**src/sv/smpd_pkg.sv**
```systemverilog
// Package for the serial mouse packet decoder.
// Holds field widths, bit positions and the divider result type; depends on nothing.
package smpd_pkg;

    localparam int BYTE_W    = 8;
    localparam int DIV_W     = 7;
    localparam int SUM_W     = 9;
    localparam int DIV_STEPS = SUM_W;
    localparam int CNT_W     = $clog2(DIV_STEPS);
    localparam int OUT_W     = 24;

    localparam int SYNC_POS  = 6;
    localparam int RIGHT_POS = 4;
    localparam int LEFT_POS  = 5;

    localparam logic [1:0] POS_FIRST  = 2'd0;
    localparam logic [1:0] POS_SECOND = 2'd1;
    localparam logic [1:0] POS_THIRD  = 2'd2;
    localparam logic [1:0] POS_UNUSED = 2'd3;

    localparam logic REG_X_DIV = 1'b0;
    localparam logic REG_Y_DIV = 1'b1;

    typedef struct packed {
        logic             done;
        logic [BYTE_W-1:0] rate;
        logic [BYTE_W-1:0] residue;
    } t_div_res;

endpackage

```
**src/sv/smpd_div.sv**
```systemverilog
// Bit-serial signed divider: one quotient bit per cycle, truncation toward zero.
// Depends on smpd_pkg for widths and the result struct.
module smpd_div (
    input  logic                           i_clk,
    input  logic                           i_rst_n,
    input  logic                           i_start,
    input  logic [smpd_pkg::SUM_W-1:0]     i_dividend,
    input  logic [smpd_pkg::DIV_W-1:0]     i_divisor,
    output smpd_pkg::t_div_res             o_res
);

    logic                            r_busy, n_busy;
    logic                            r_done, n_done;
    logic [smpd_pkg::CNT_W-1:0]      r_cnt, n_cnt;
    logic [smpd_pkg::SUM_W-1:0]      r_num, n_num;
    logic [smpd_pkg::SUM_W-1:0]      r_quo, n_quo;
    logic [smpd_pkg::DIV_W-1:0]      r_rem, n_rem;
    logic [smpd_pkg::DIV_W-1:0]      r_div, n_div;
    logic                            r_neg, n_neg;
    logic [smpd_pkg::DIV_W:0]        w_trial;
    logic                            w_ge;
    logic [smpd_pkg::BYTE_W-1:0]     w_neg_quo;

    always_comb begin
        w_trial = {r_rem, r_num[smpd_pkg::SUM_W-1]};
        w_ge    = (w_trial >= {1'b0, r_div});
        n_busy  = r_busy;
        n_done  = 1'b0;
        n_cnt   = r_cnt;
        n_num   = r_num;
        n_quo   = r_quo;
        n_rem   = r_rem;
        n_div   = r_div;
        n_neg   = r_neg;
        if (i_start) begin
            n_busy = 1'b1;
            n_cnt  = '0;
            n_neg  = i_dividend[smpd_pkg::SUM_W-1];
            n_num  = i_dividend[smpd_pkg::SUM_W-1] ? (~i_dividend + 1'b1) : i_dividend;
            n_quo  = '0;
            n_rem  = '0;
            n_div  = (i_divisor <= smpd_pkg::DIV_W'(1)) ? smpd_pkg::DIV_W'(1) : i_divisor;
        end else if (r_busy) begin
            n_num = {r_num[smpd_pkg::SUM_W-2:0], 1'b0};
            n_quo = {r_quo[smpd_pkg::SUM_W-2:0], w_ge};
            n_rem = w_ge ? smpd_pkg::DIV_W'(w_trial - {1'b0, r_div})
                         : w_trial[smpd_pkg::DIV_W-1:0];
            n_cnt = r_cnt + 1'b1;
            if (r_cnt == smpd_pkg::CNT_W'(smpd_pkg::DIV_STEPS - 1)) begin
                n_busy = 1'b0;
                n_done = 1'b1;
            end
        end
    end

    always_ff @(posedge i_clk) begin
        if (!i_rst_n) begin
            r_busy <= 1'b0;
            r_done <= 1'b0;
            r_cnt  <= '0;
        end else begin
            r_busy <= n_busy;
            r_done <= n_done;
            r_cnt  <= n_cnt;
        end
        r_num <= n_num;
        r_quo <= n_quo;
        r_rem <= n_rem;
        r_div <= n_div;
        r_neg <= n_neg;
    end

    // saturate the signed quotient to one byte
    always_comb begin
        w_neg_quo   = ~r_quo[smpd_pkg::BYTE_W-1:0] + 1'b1;
        o_res.done  = r_done;
        if (r_neg) begin
            o_res.rate    = (r_quo > smpd_pkg::SUM_W'(128)) ? 8'h80 : w_neg_quo;
            o_res.residue = ~{1'b0, r_rem} + 1'b1;
        end else begin
            o_res.rate    = (r_quo > smpd_pkg::SUM_W'(127)) ? 8'h7F
                                                          : r_quo[smpd_pkg::BYTE_W-1:0];
            o_res.residue = {1'b0, r_rem};
        end
    end

endmodule

```
**src/sv/serial_mouse_packet_decoder_unit.sv**
```systemverilog
// Top level of the serial mouse packet decoder: packet assembly, button and residue state.
// Depends on smpd_pkg and the bit-serial divider smpd_div.
//
// Channels: the slave stream takes one received byte per request in s_tdata, with the
// scroll-busy flag in s_tuser. Every third byte closes a packet and gives one report on
// the master stream; the sync-error flag travels in m_tuser. The config channel writes
// register 0 (x divisor) or 1 (y divisor), always ready.
// Timing: a sync-error or scroll-busy packet reports in the cycle after its third byte.
// A moving packet runs two divisions on one shared bit-serial divider, x and then y,
// and the report is registered when the y division is done.
// Input: the first two bytes of a packet are taken while in the receive state; the slave
// side is held after a moving packet's third byte until both divisions are done, the
// divider giving one quotient bit per cycle.
// Reset: byte position, buttons and residues clear; divisors return to 1 and 2.
// Stall: a waiting report sits in the output register while the next packet's first
// two bytes are taken; the third byte waits until the report has been taken.
module serial_mouse_packet_decoder_unit (
    input  logic                          i_clk,
    input  logic                          i_rst_n,
    input  logic                          i_s_tvalid,
    output logic                          o_s_tready,
    input  logic [7:0]                    i_s_tdata,   // [7:0] rx_byte
    input  logic                          i_s_tuser,   // [0] scroll_busy
    output logic                          o_m_tvalid,
    input  logic                          i_m_tready,
    output logic [smpd_pkg::OUT_W-1:0]    o_m_tdata,   // [0] right_changed, [1] right_pressed,
                                                       // [2] left_changed, [3] left_pressed,
                                                       // [11:4] x_rate, [19:12] y_rate,
                                                       // [20] moving, [23:21] zero
    output logic                          o_m_tuser,   // [0] sync_error
    input  logic                          i_cfg_valid,
    output logic                          o_cfg_ready,
    input  logic                          i_cfg_index,
    input  logic [smpd_pkg::DIV_W-1:0]    i_cfg_data
);

    typedef enum logic [2:0] {
        ST_RECV = 3'b001,
        ST_DIVX = 3'b010,
        ST_DIVY = 3'b100
    } t_state;

    t_state                          r_state;
    logic [1:0]                      r_pos;
    logic [smpd_pkg::BYTE_W-1:0]     r_first, r_second, r_third;
    logic [1:0]                      r_buttons;
    logic [smpd_pkg::BYTE_W-1:0]     r_x_res, r_y_res, r_x_rate;
    logic [smpd_pkg::DIV_W-1:0]      r_x_div, r_y_div;
    logic [3:0]                      r_flags;
    logic                            r_out_valid;
    logic                            r_out_sync;
    logic [smpd_pkg::OUT_W-1:0]      r_out_data;

    logic                            w_in_acc, w_third, w_sync_ok;
    logic [1:0]                      w_new_bs, w_chg;
    logic [smpd_pkg::BYTE_W-1:0]     w_x_move, w_y_move;
    logic [smpd_pkg::SUM_W-1:0]      w_x_sum, w_y_sum;
    logic                            w_div_start;
    logic [smpd_pkg::SUM_W-1:0]      w_div_num;
    logic [smpd_pkg::DIV_W-1:0]      w_div_den;
    smpd_pkg::t_div_res              w_div;

    assign o_cfg_ready = 1'b1;
    assign o_s_tready  = (r_state == ST_RECV) && !((r_pos == smpd_pkg::POS_THIRD) && r_out_valid);
    assign o_m_tvalid  = r_out_valid;
    assign o_m_tdata   = r_out_data;
    assign o_m_tuser   = r_out_sync;

    assign w_in_acc  = i_s_tvalid && o_s_tready;
    assign w_third   = w_in_acc && (r_pos == smpd_pkg::POS_THIRD);
    assign w_sync_ok = r_first[smpd_pkg::SYNC_POS];
    assign w_new_bs  = {r_first[smpd_pkg::LEFT_POS], r_first[smpd_pkg::RIGHT_POS]};
    assign w_chg     = w_new_bs ^ r_buttons;

    assign w_x_move = {r_first[1:0], r_second[5:0]};
    assign w_y_move = {r_first[3:2], r_third[5:0]};
    assign w_x_sum  = {w_x_move[7], w_x_move} + {r_x_res[7], r_x_res};
    assign w_y_sum  = {w_y_move[7], w_y_move} + {r_y_res[7], r_y_res};

    assign w_div_start = (w_third && w_sync_ok && !i_s_tuser)
                       || ((r_state == ST_DIVX) && w_div.done);
    assign w_div_num   = (r_state == ST_RECV) ? w_x_sum : w_y_sum;
    assign w_div_den   = (r_state == ST_RECV) ? r_x_div : r_y_div;

    smpd_div u_div (
        .i_clk      (i_clk),
        .i_rst_n    (i_rst_n),
        .i_start    (w_div_start),
        .i_dividend (w_div_num),
        .i_divisor  (w_div_den),
        .o_res      (w_div)
    );

    always_ff @(posedge i_clk) begin
        if (!i_rst_n) begin
            r_state     <= ST_RECV;
            r_pos       <= smpd_pkg::POS_FIRST;
            r_first     <= '0;
            r_second    <= '0;
            r_buttons   <= '0;
            r_x_res     <= '0;
            r_y_res     <= '0;
            r_x_div     <= smpd_pkg::DIV_W'(1);
            r_y_div     <= smpd_pkg::DIV_W'(2);
            r_out_valid <= 1'b0;
        end else begin
            if (i_cfg_valid && o_cfg_ready) begin
                unique case (i_cfg_index)
                    smpd_pkg::REG_X_DIV: r_x_div <= i_cfg_data;
                    smpd_pkg::REG_Y_DIV: r_y_div <= i_cfg_data;
                    default: ;
                endcase
            end
            if (r_out_valid && i_m_tready) begin
                r_out_valid <= 1'b0;
            end
            unique case (r_state)
                ST_RECV: begin
                    if (w_in_acc) begin
                        unique case (r_pos)
                            smpd_pkg::POS_FIRST, smpd_pkg::POS_UNUSED: begin
                                r_first <= i_s_tdata;
                                r_pos   <= smpd_pkg::POS_SECOND;
                            end
                            smpd_pkg::POS_SECOND: begin
                                r_second <= i_s_tdata;
                                r_pos    <= smpd_pkg::POS_THIRD;
                            end
                            smpd_pkg::POS_THIRD: begin
                                r_third <= i_s_tdata;
                                r_pos   <= smpd_pkg::POS_FIRST;
                                if (!w_sync_ok) begin
                                    r_out_valid <= 1'b1;
                                    r_out_sync  <= 1'b1;
                                    r_out_data  <= {20'd0, r_buttons[1], 1'b0,
                                                    r_buttons[0], 1'b0};
                                end else begin
                                    r_buttons <= w_new_bs;
                                    r_flags   <= {w_new_bs[1], w_chg[1], w_new_bs[0], w_chg[0]};
                                    if (i_s_tuser) begin
                                        r_out_valid <= 1'b1;
                                        r_out_sync  <= 1'b0;
                                        r_out_data  <= {20'd0, w_new_bs[1], w_chg[1],
                                                        w_new_bs[0], w_chg[0]};
                                    end else begin
                                        r_state <= ST_DIVX;
                                    end
                                end
                            end
                            default: ;
                        endcase
                    end
                end
                ST_DIVX: begin
                    if (w_div.done) begin
                        r_x_rate <= w_div.rate;
                        r_x_res  <= w_div.residue;
                        r_state  <= ST_DIVY;
                    end
                end
                ST_DIVY: begin
                    if (w_div.done) begin
                        r_y_res     <= w_div.residue;
                        r_out_valid <= 1'b1;
                        r_out_sync  <= 1'b0;
                        r_out_data  <= {3'd0, ((r_x_rate != '0) || (w_div.rate != '0)),
                                        w_div.rate, r_x_rate, r_flags};
                        r_state     <= ST_RECV;
                    end
                end
                default: r_state <= ST_RECV;
            endcase
        end
    end

    a_ready_only_recv: assert property (@(posedge i_clk) disable iff (!i_rst_n)
        o_s_tready |-> (r_state == ST_RECV))
        else $error("input ready outside receive state");

    a_done_in_div: assert property (@(posedge i_clk) disable iff (!i_rst_n)
        w_div.done |-> (r_state != ST_RECV))
        else $error("divider finished with no division pending");

    a_pos_used: assert property (@(posedge i_clk) disable iff (!i_rst_n)
        r_pos != smpd_pkg::POS_UNUSED)
        else $error("byte position reached the unused code");

    a_sync_report: assert property (@(posedge i_clk) disable iff (!i_rst_n)
        (o_m_tvalid && o_m_tuser) |-> ((o_m_tdata[20:4] == '0) && !o_m_tdata[0]
                                       && !o_m_tdata[2]))
        else $error("sync error report carries movement or button change");

endmodule
```
**config.mk**
```make
export PLATFORM = sky130hd
export DESIGN_NAME = serial_mouse_packet_decoder_unit
export DESIGN_NICKNAME = d
export VERILOG_FILES = /design/src/sv/smpd_pkg.sv /design/src/sv/smpd_div.sv /design/src/sv/serial_mouse_packet_decoder_unit.sv
export SDC_FILE = /design/constraint.sdc
export NUM_CORES = 1
export LEC_CHECK = 0
export CAP_MARGIN = 20
export CORE_ASPECT_RATIO = 0.9
export CORE_UTILIZATION = 60
export CTS_BUF_LIST = sky130_fd_sc_hd__clkbuf_4 sky130_fd_sc_hd__clkbuf_8
export DETAILED_ROUTE_END_ITERATION = 6
export DONT_BUFFER_PORTS = 1
export PLACE_DENSITY_LB_ADDON = 0.1
export SKIP_CTS_REPAIR_TIMING = 1
export SYNTH_ARGS = -nofsm -noshare
export SYNTH_HDL_FRONTEND = slang
export SYNTH_SLANG_ARGS = --single-unit
```
**constraint.sdc**
```tcl
create_clock -name i_clk -period 2.5 [get_ports i_clk]
set_input_delay 0.5 -clock i_clk [delete_from_list [all_inputs] [get_ports i_clk]]
set_output_delay 0.5 -clock i_clk [all_outputs]
set_load 0.005 [all_outputs]
```
==> impl_results.md, run 1 <==
- Status: complete, but fails checks
- Failing checks: negative setup slack
- Number of synthesized register bits: 130
- Filler Cells Inserted: 848
- Die span in x: about 110 µm
- Post-DP Area: around 7100 µm²
- Post-route DRC: 0
- Unique masters post-synth: 64
- Clk_skew: 16.6 ps
- Data arrival, critical path: 2730 ps
- Die ar.: 11800 µm²
- Required time worst endpoint: between 2000 and 3000 ps
- Clock power frac: 31.3%
- Max clock buf depth: 2
- Worst Path Max Fanout: 4
- GPL Wtd Cong: slightly below 0.9
- First-pass GRT wire length: 22700 µm
- 1st-pass router iterations: 5
- Std-Cell Rows: 36
- Detailed placer's ending HPWL: around 10000 µm
- Non-Filler Instances: 881
- Synthesis-to-layout area growth: 12.6%
- Avg Inst Size Synth: a little under 10 µm²
- Vias in the first global route: 4727
- Max-cap violation count: 0
- Fin worst setup slack: -35.6 ps
- I/O Buffers: 0
- Netlist Area Pre-Place: 6820 µm²
- Chip Height: about 100 µm
- Initial antenna violation count: 0
- Maximum VDD drop: about 0.66 mV
- EDFF count, synth: 57
- Psw: 0.00189 W
- Total congestion overflow: 0
- Syn Inst Count: 694
- Routed WL: 14000 µm
- Clk sinks: 130
- Pwr per Cell Area: 780 nW/µm²
- Routed Antenna Nets: 0
- DRC violation total after the first TritonRoute iteration: roughly 240
- Seq/Total Area, Yosys: 46.5%
- Switch share: 31.5%
- Routed len/inst: 15.9 µm
- Core Area: 10900 µm²
- Pleak: 3.23 nW
- Fin. Hold Viols: 0
- Fmax: 0.394 GHz
- Startpoint type of the worst setup path: flip-flop
- Period minus WS final: approximately 2500 ps
- Gate power share: around a quarter
- Pint: ~0.0041 W
- Yosys synthesis warning count: 0
- HP Class: primary input to flip-flop
- Cells after DPL: 844
- Share of cells above drive strength 1: 14.0%
- Synth async-reset ratio: 0%
- Starting Density: 62.3%
- RSZ-0062 raised after global routing: yes
- Clk slew on worst S/H paths: approximately 90 ps
- Final net count: 772
- Io pins: 50
- Vias after detailed routing: 5011
- Reg area: 3180 µm²
- Slew at the pin closest to its max-slew limit: between 500 and 600 ps
- Multi-input logic area: roughly 3500 µm²
- CTS tree: done
- Main synth FF type: dfxtp_1
- Pin count of the biggest net entering global routing: 58
- Flop pwr share: roughly 43%
- Clk_lat worst skew: 450 ps
- Relative slew slack: 64.8%
- Fin. max-slew vios: 0
- Fin crit share: 101%
- Crit path kind: flip-flop to flip-flop
- Final Cell Area: between 7000 and 8000 µm²
- Final setup fails: 1
- CP Capture Type: flip-flop
- Vias/cell: roughly 5.7
- GRT Resource Usage Total: ~25%
- H-tree depth: 4
- CTS Root Cell: clkbuf_8
- CTS Buf Count: 17
- Ant. Diodes: 0
==> worst paths after layout <==
path | from | end | slack, ps | cells past startpoint
max | r_second[0] | u_div.r_num[7] | -40 | 9
min | i_rst_n | r_state[0] | 120 | 1
min reg2reg | r_y_div[3] | r_y_div[3] | 470 | 2
max reg2reg | r_second[0] | u_div.r_num[7] | -40 | 9
==> power by group through the flow <==
stage	Sequential, W	Combinational [W]	Clock (W)
3_3_place_gp	0.00259	0.00145	0
3_5_place_dp	0.00260	0.00150	0
4_1_cts	0.00255	0.00151	0.00191
6_report	0.00255	0.00156	0.00187
5_1_grt	0.00258	0.00175	0.00199
2_1_floorplan	0.00256	0.00113	0
==> synth_stat cells, types with 2 or more instances <==
cell	instances	area share, %
nor4b_1	3	0.39
o2bb2ai_1	2	0.26
nor2b_1	32	2.9
xnor2_1	8	1.0
nor3b_1	10	1.1
nand2b_1	6	0.55
or3b_2	2	0.26
nor4_1	3	0.28
a211o_1	2	0.26
conb_1	2	0.11
fa_1	3	0.88
buf_2	3	0.22
xor2_1	18	2.3
inv_1	30	1.7
a21boi_0	13	1.4
mux2i_1	42	6.2
o31a_1	2	0.26
a31oi_1	3	0.28
ha_1	31	5.7
edfxtp_1	57	25
buf_6	2	0.33
o21bai_1	3	0.33
o41ai_1	3	0.39
and3_1	2	0.18
nand3_1	21	1.5
o211a_1	13	1.9
o31ai_1	3	0.33
nor3_1	10	0.73
a211oi_1	9	0.99
and2_1	16	1.5
nand2_1	80	4.4
nand3b_1	3	0.33
mux2_2	2	0.33
o21ai_1	2	0.15
buf_4	7	0.77
a21oi_1	28	2.1
nand4_1	5	0.46
a21o_1	4	0.44
clkbuf_1	26	1.4
o211ai_1	6	0.66
o21ai_0	24	1.8
o22ai_1	4	0.37
dfxtp_1	73	21
nor2_1	56	3.1
==> area by class of cell <==
cell class / count / area share (%)
Multi-Input combinational cell: 497 / 45.1
Sequential cell: 130 / 41.4
Timing Repair Buffer: 40 / 4.07
Clock buffer: 18 / 3.15
Tap cell: 152 / 2.48
Clock inverter: 14 / 2.33
Inverter: 30 / 1.47
==> cells in the final DEF, fill, tap and decap left out, drive strengths merged, types with 21 or more instances in the layout <==
| cell | count |
|---|---|
| nand2 | 80 |
| dfxtp | 73 |
| edfxtp | 57 |
| nor2 | 56 |
| mux2i | 42 |
| buf | 40 |
| inv | 34 |
| nor2b | 32 |
| ha | 31 |
| a21oi | 28 |
| o21ai | 27 |
| nand3 | 21 |
==> flip-flops by register name (all words and copies together) (netlist names), 8 cells and up <==
name         count
u_div.r_quo      9
r_x_rate         8
r_x_res          8
u_div.r_num      9
o_m_tdata       21
r_y_res          8
==> logic make-up after synthesis <==
family,count (synthesis),share of synthesized area [%]
buf+inv,69,4.46
mux,44,6.50
compound gates,131,13.5
flops,130,46.5
xor+xnor,26,3.34
fa+ha+maj,34,6.57
simple gates,258,19.0
other cells,2,0.110
==> stage by stage <==
step                      setup TNS [ps]  util (%)  hold WS [ps]  setup WS [ps]  power [W]
final                              -35.6      70.1           116          -35.6    0.00599
after global routing                -294      70.1          98.7           -101    0.00632
after CTS                           -564      68.8          91.8           -175    0.00596
after detailed placement            -395      65.0           457           -138    0.00409
after global placement              -268      65.0           450          -89.4    0.00405
after floorplan                        0         -           440           51.2    0.00369
==> metal layers <==
layer,GRT usage [%],vias to the layer above,wire [µm]
met5,0,-,0
met4,9.49,0,188
met3,5.64,12,570
met2,42.9,121,6890
met1,31.9,2377,6360
li1,-,2501,-
==> critical path, stage by stage (launching register included) <==
cell	delay, ps
dfxtp_2	340
ha_4	160
fa_2	390
a211oi_4	320
nor4b_2	90
or4b_4	510
o21ai_4	90
a41oi_2	150
xor2_1	180
o21ai_1	70
Note: power is estimated with default switching activity, not from simulation.
==> run 2, diff against run 1 <==
CELL_PAD_IN_SITES_DETAIL_PLACEMENT = 2   (was unset)
CELL_PAD_IN_SITES_GLOBAL_PLACEMENT = 2   (was unset)
CORE_UTILIZATION = 46   (was 60)
clock period = 3.2 ns   (was 2.5 ns; I/O delays follow)
==> run 2 against run 1 <==
Against the previous run:
- the run now ends clean
- worst setup slack gained 240 ps
- routed wire length grew 35%
- worst hold slack gained 170 ps
- largest cell class unchanged
==> impl_results.md, run 2 (synthesis results as in run 1) <==
- DRC violation total after the first TritonRoute iteration: 210 (was 236)
- Final net count: 746 (was 772)
- Std-Cell Rows: 41 (was 36)
- Core Area: 14300 µm² (was 10900 µm²)
- Wire length on met3: 583 µm (was 570 µm)
- Total congestion overflow: 0 (unchanged)
- Synthesis-to-layout area growth: 8.17% (was 12.6%)
- HP Class: primary input to flip-flop (unchanged)
- H-tree depth: 4 (unchanged)
- Fmax: 0.333 GHz (was 0.394 GHz)
- Vias after detailed routing: 5151 (was 5011)
- CP max stage cell: or3b_2 (was or4b_4)
- Chip Height: 117 µm (was 103 µm)
- GRT Resource Usage Total: 26.6% (was 25.3%)
- Worst-path cell chain: inv_1 > ha_1 > or3b_2 > nor3_2 > nor4b_1 > a211oi_2 > nand2_1 > nor3_1 > a41oi_1 (was ha_4 > fa_2 > a211oi_4 > nor4b_2 > or4b_4 > o21ai_4 > a41oi_2 > xor2_1 > o21ai_1)
- Routed Antenna Nets: 0 (unchanged)
- CTS Buf Count: 17 (unchanged)
- Maximum VDD drop: 0.320 mV (was 0.661 mV)
- Routed len/inst: 21.1 µm (was 15.9 µm)
- Vias/cell: 5.75 (was 5.69)
- Clk_skew: 14.9 ps (was 16.6 ps)
- Met2 wire length: 9820 µm (was 6890 µm)
- Data arrival, critical path: 3160 ps (was 2730 ps)
- Fin crit share: 93.8% (was 101%)
- Period minus WS final: 3000 ps (was 2540 ps)
- Top layer in use: met4 (unchanged)
- Pwr per Cell Area: 611 nW/µm² (was 780 nW/µm²)
- CTS Root Cell: clkbuf_8 (unchanged)
- Die ar.: 15300 µm² (was 11800 µm²)
- Post-route DRC: 0 (unchanged)
- Pin count of the biggest net entering global routing: 58 (unchanged)
- First-pass GRT wire length: 30900 µm (was 22700 µm)
- Ant. Diodes: 0 (unchanged)
- Crit path kind: flip-flop to flip-flop (unchanged)
- CP Capture Type: flip-flop (unchanged)
- Die span in x: 130 µm (was 114 µm)
- Detailed placer's ending HPWL: 13600 µm (was 10200 µm)
- 1st-pass router iterations: 4 (was 5)
- CTS tree: done (unchanged)
- Relative slew slack: 46.6% (was 64.8%)
- Startpoint type of the worst setup path: flip-flop (unchanged)
- Required time worst endpoint: 3360 ps (was 2700 ps)
- Max FFs per register: 21 (unchanged)
- Max clock buf depth: 2 (unchanged)
- Io pins: 50 (unchanged)
- Vias in the first global route: 5718 (was 4727)
- Buf/Inv on CP: 1 (was 0)
- Fin. Hold Viols: 0 (unchanged)
- Met1 Wirelength: 8120 µm (was 6360 µm)
- I/O Buffers: 0 (unchanged)
- Commonest non-fill, non-tap cell in the layout: nand2_1 (unchanged)
- Share of cells above drive strength 1: 8.82% (was 14.0%)
- Pleak: 3.05 nW (was 3.23 nW)
- GPL Wtd Cong: 0.790 (was 0.872)
- Initial antenna violation count: 0 (unchanged)
- Status: finished, final reports clean (was complete, but fails checks)
- Starting Density: 47.8% (was 62.3%)
- Clk_lat worst skew: 460 ps (was 450 ps)
- Post-Route Setup TNS: 0 ps (was -35.6 ps)
- Family with the most delay on the worst path: simple AND/OR/NAND/NOR gates (was compound AO/OA/AOI/OAI gates)
- Slew at the pin closest to its max-slew limit: 801 ps (was 526 ps)
- Clk sinks: 130 (unchanged)
- Worst Path Max Fanout: 7 (was 4)
- Worst path max stage delay: 540 ps (was 510 ps)
- Fin. max-slew vios: 0 (unchanged)
- RSZ-0062 raised after global routing: no (was yes)
- Clk slew on worst S/H paths: 80 ps (was 90 ps)
- Max-cap violation count: 0 (unchanged)
- Finished Core Util: 51.7% (was 70.1%)
- Routed WL: 18900 µm (was 14000 µm)
- Most frequent cells in the layout: nand2_1, dfxtp_1, edfxtp_1, nor2_1, mux2i_1 (unchanged)
- Final setup fails: 0 (was 1)
[run 2: power by group]
part	internal, W	total (W)	switching, W
registers	0.00188	0.00207	0.000195
clock network	0.000642	0.00134	0.000703
logic	0.000439	0.00109	0.000648
total	0.00296	0.00450	0.00155
[run 2: per-layer routing]
metal	GRT usage [%]	vias to the layer above
met3	5.64	27
met5	0	-
met2	46.6	81
met1	32.2	2602
met4	8.26	0
li1	-	2441
[run 2: layout make-up]
class	count	area (µm²)
clock buffers	18	248
inverters	30	113
flip-flops and latches	130	3170
multi-input cells	497	3370
clock inverters	14	129
repair buffers	14	105
well taps	193	241
fillers	1490	6890
[run 2: final timing paths]
| path | start | depth (start not counted) | slack, ps | end |
|---|---|---|---|---|
| worst max-delay path | u_div.r_quo[1] | 9 | 200 | o_m_tdata[20] |
| worst min register to register | r_y_div[6] | 2 | 470 | r_y_div[6] |
| worst max register to register | u_div.r_quo[1] | 9 | 200 | o_m_tdata[20] |
| worst min-delay path | i_rst_n | 1 | 280 | r_state[0] |
[run 2: through the flow]
step | area, µm² | std cells | worst slack, ps | hold slack [ps] | power, W
final | 7370 | 896 | 200 | 282 | 0.00450
after floorplan | 6830 | 696 | 458 | 440 | 0.00288
after global placement | 6990 | 864 | 402 | 450 | 0.00308
after detailed placement | 6990 | 864 | 262 | 468 | 0.00318
after global routing | 7370 | 896 | 138 | 251 | 0.00477
after CTS | 7370 | 896 | 115 | 233 | 0.00454
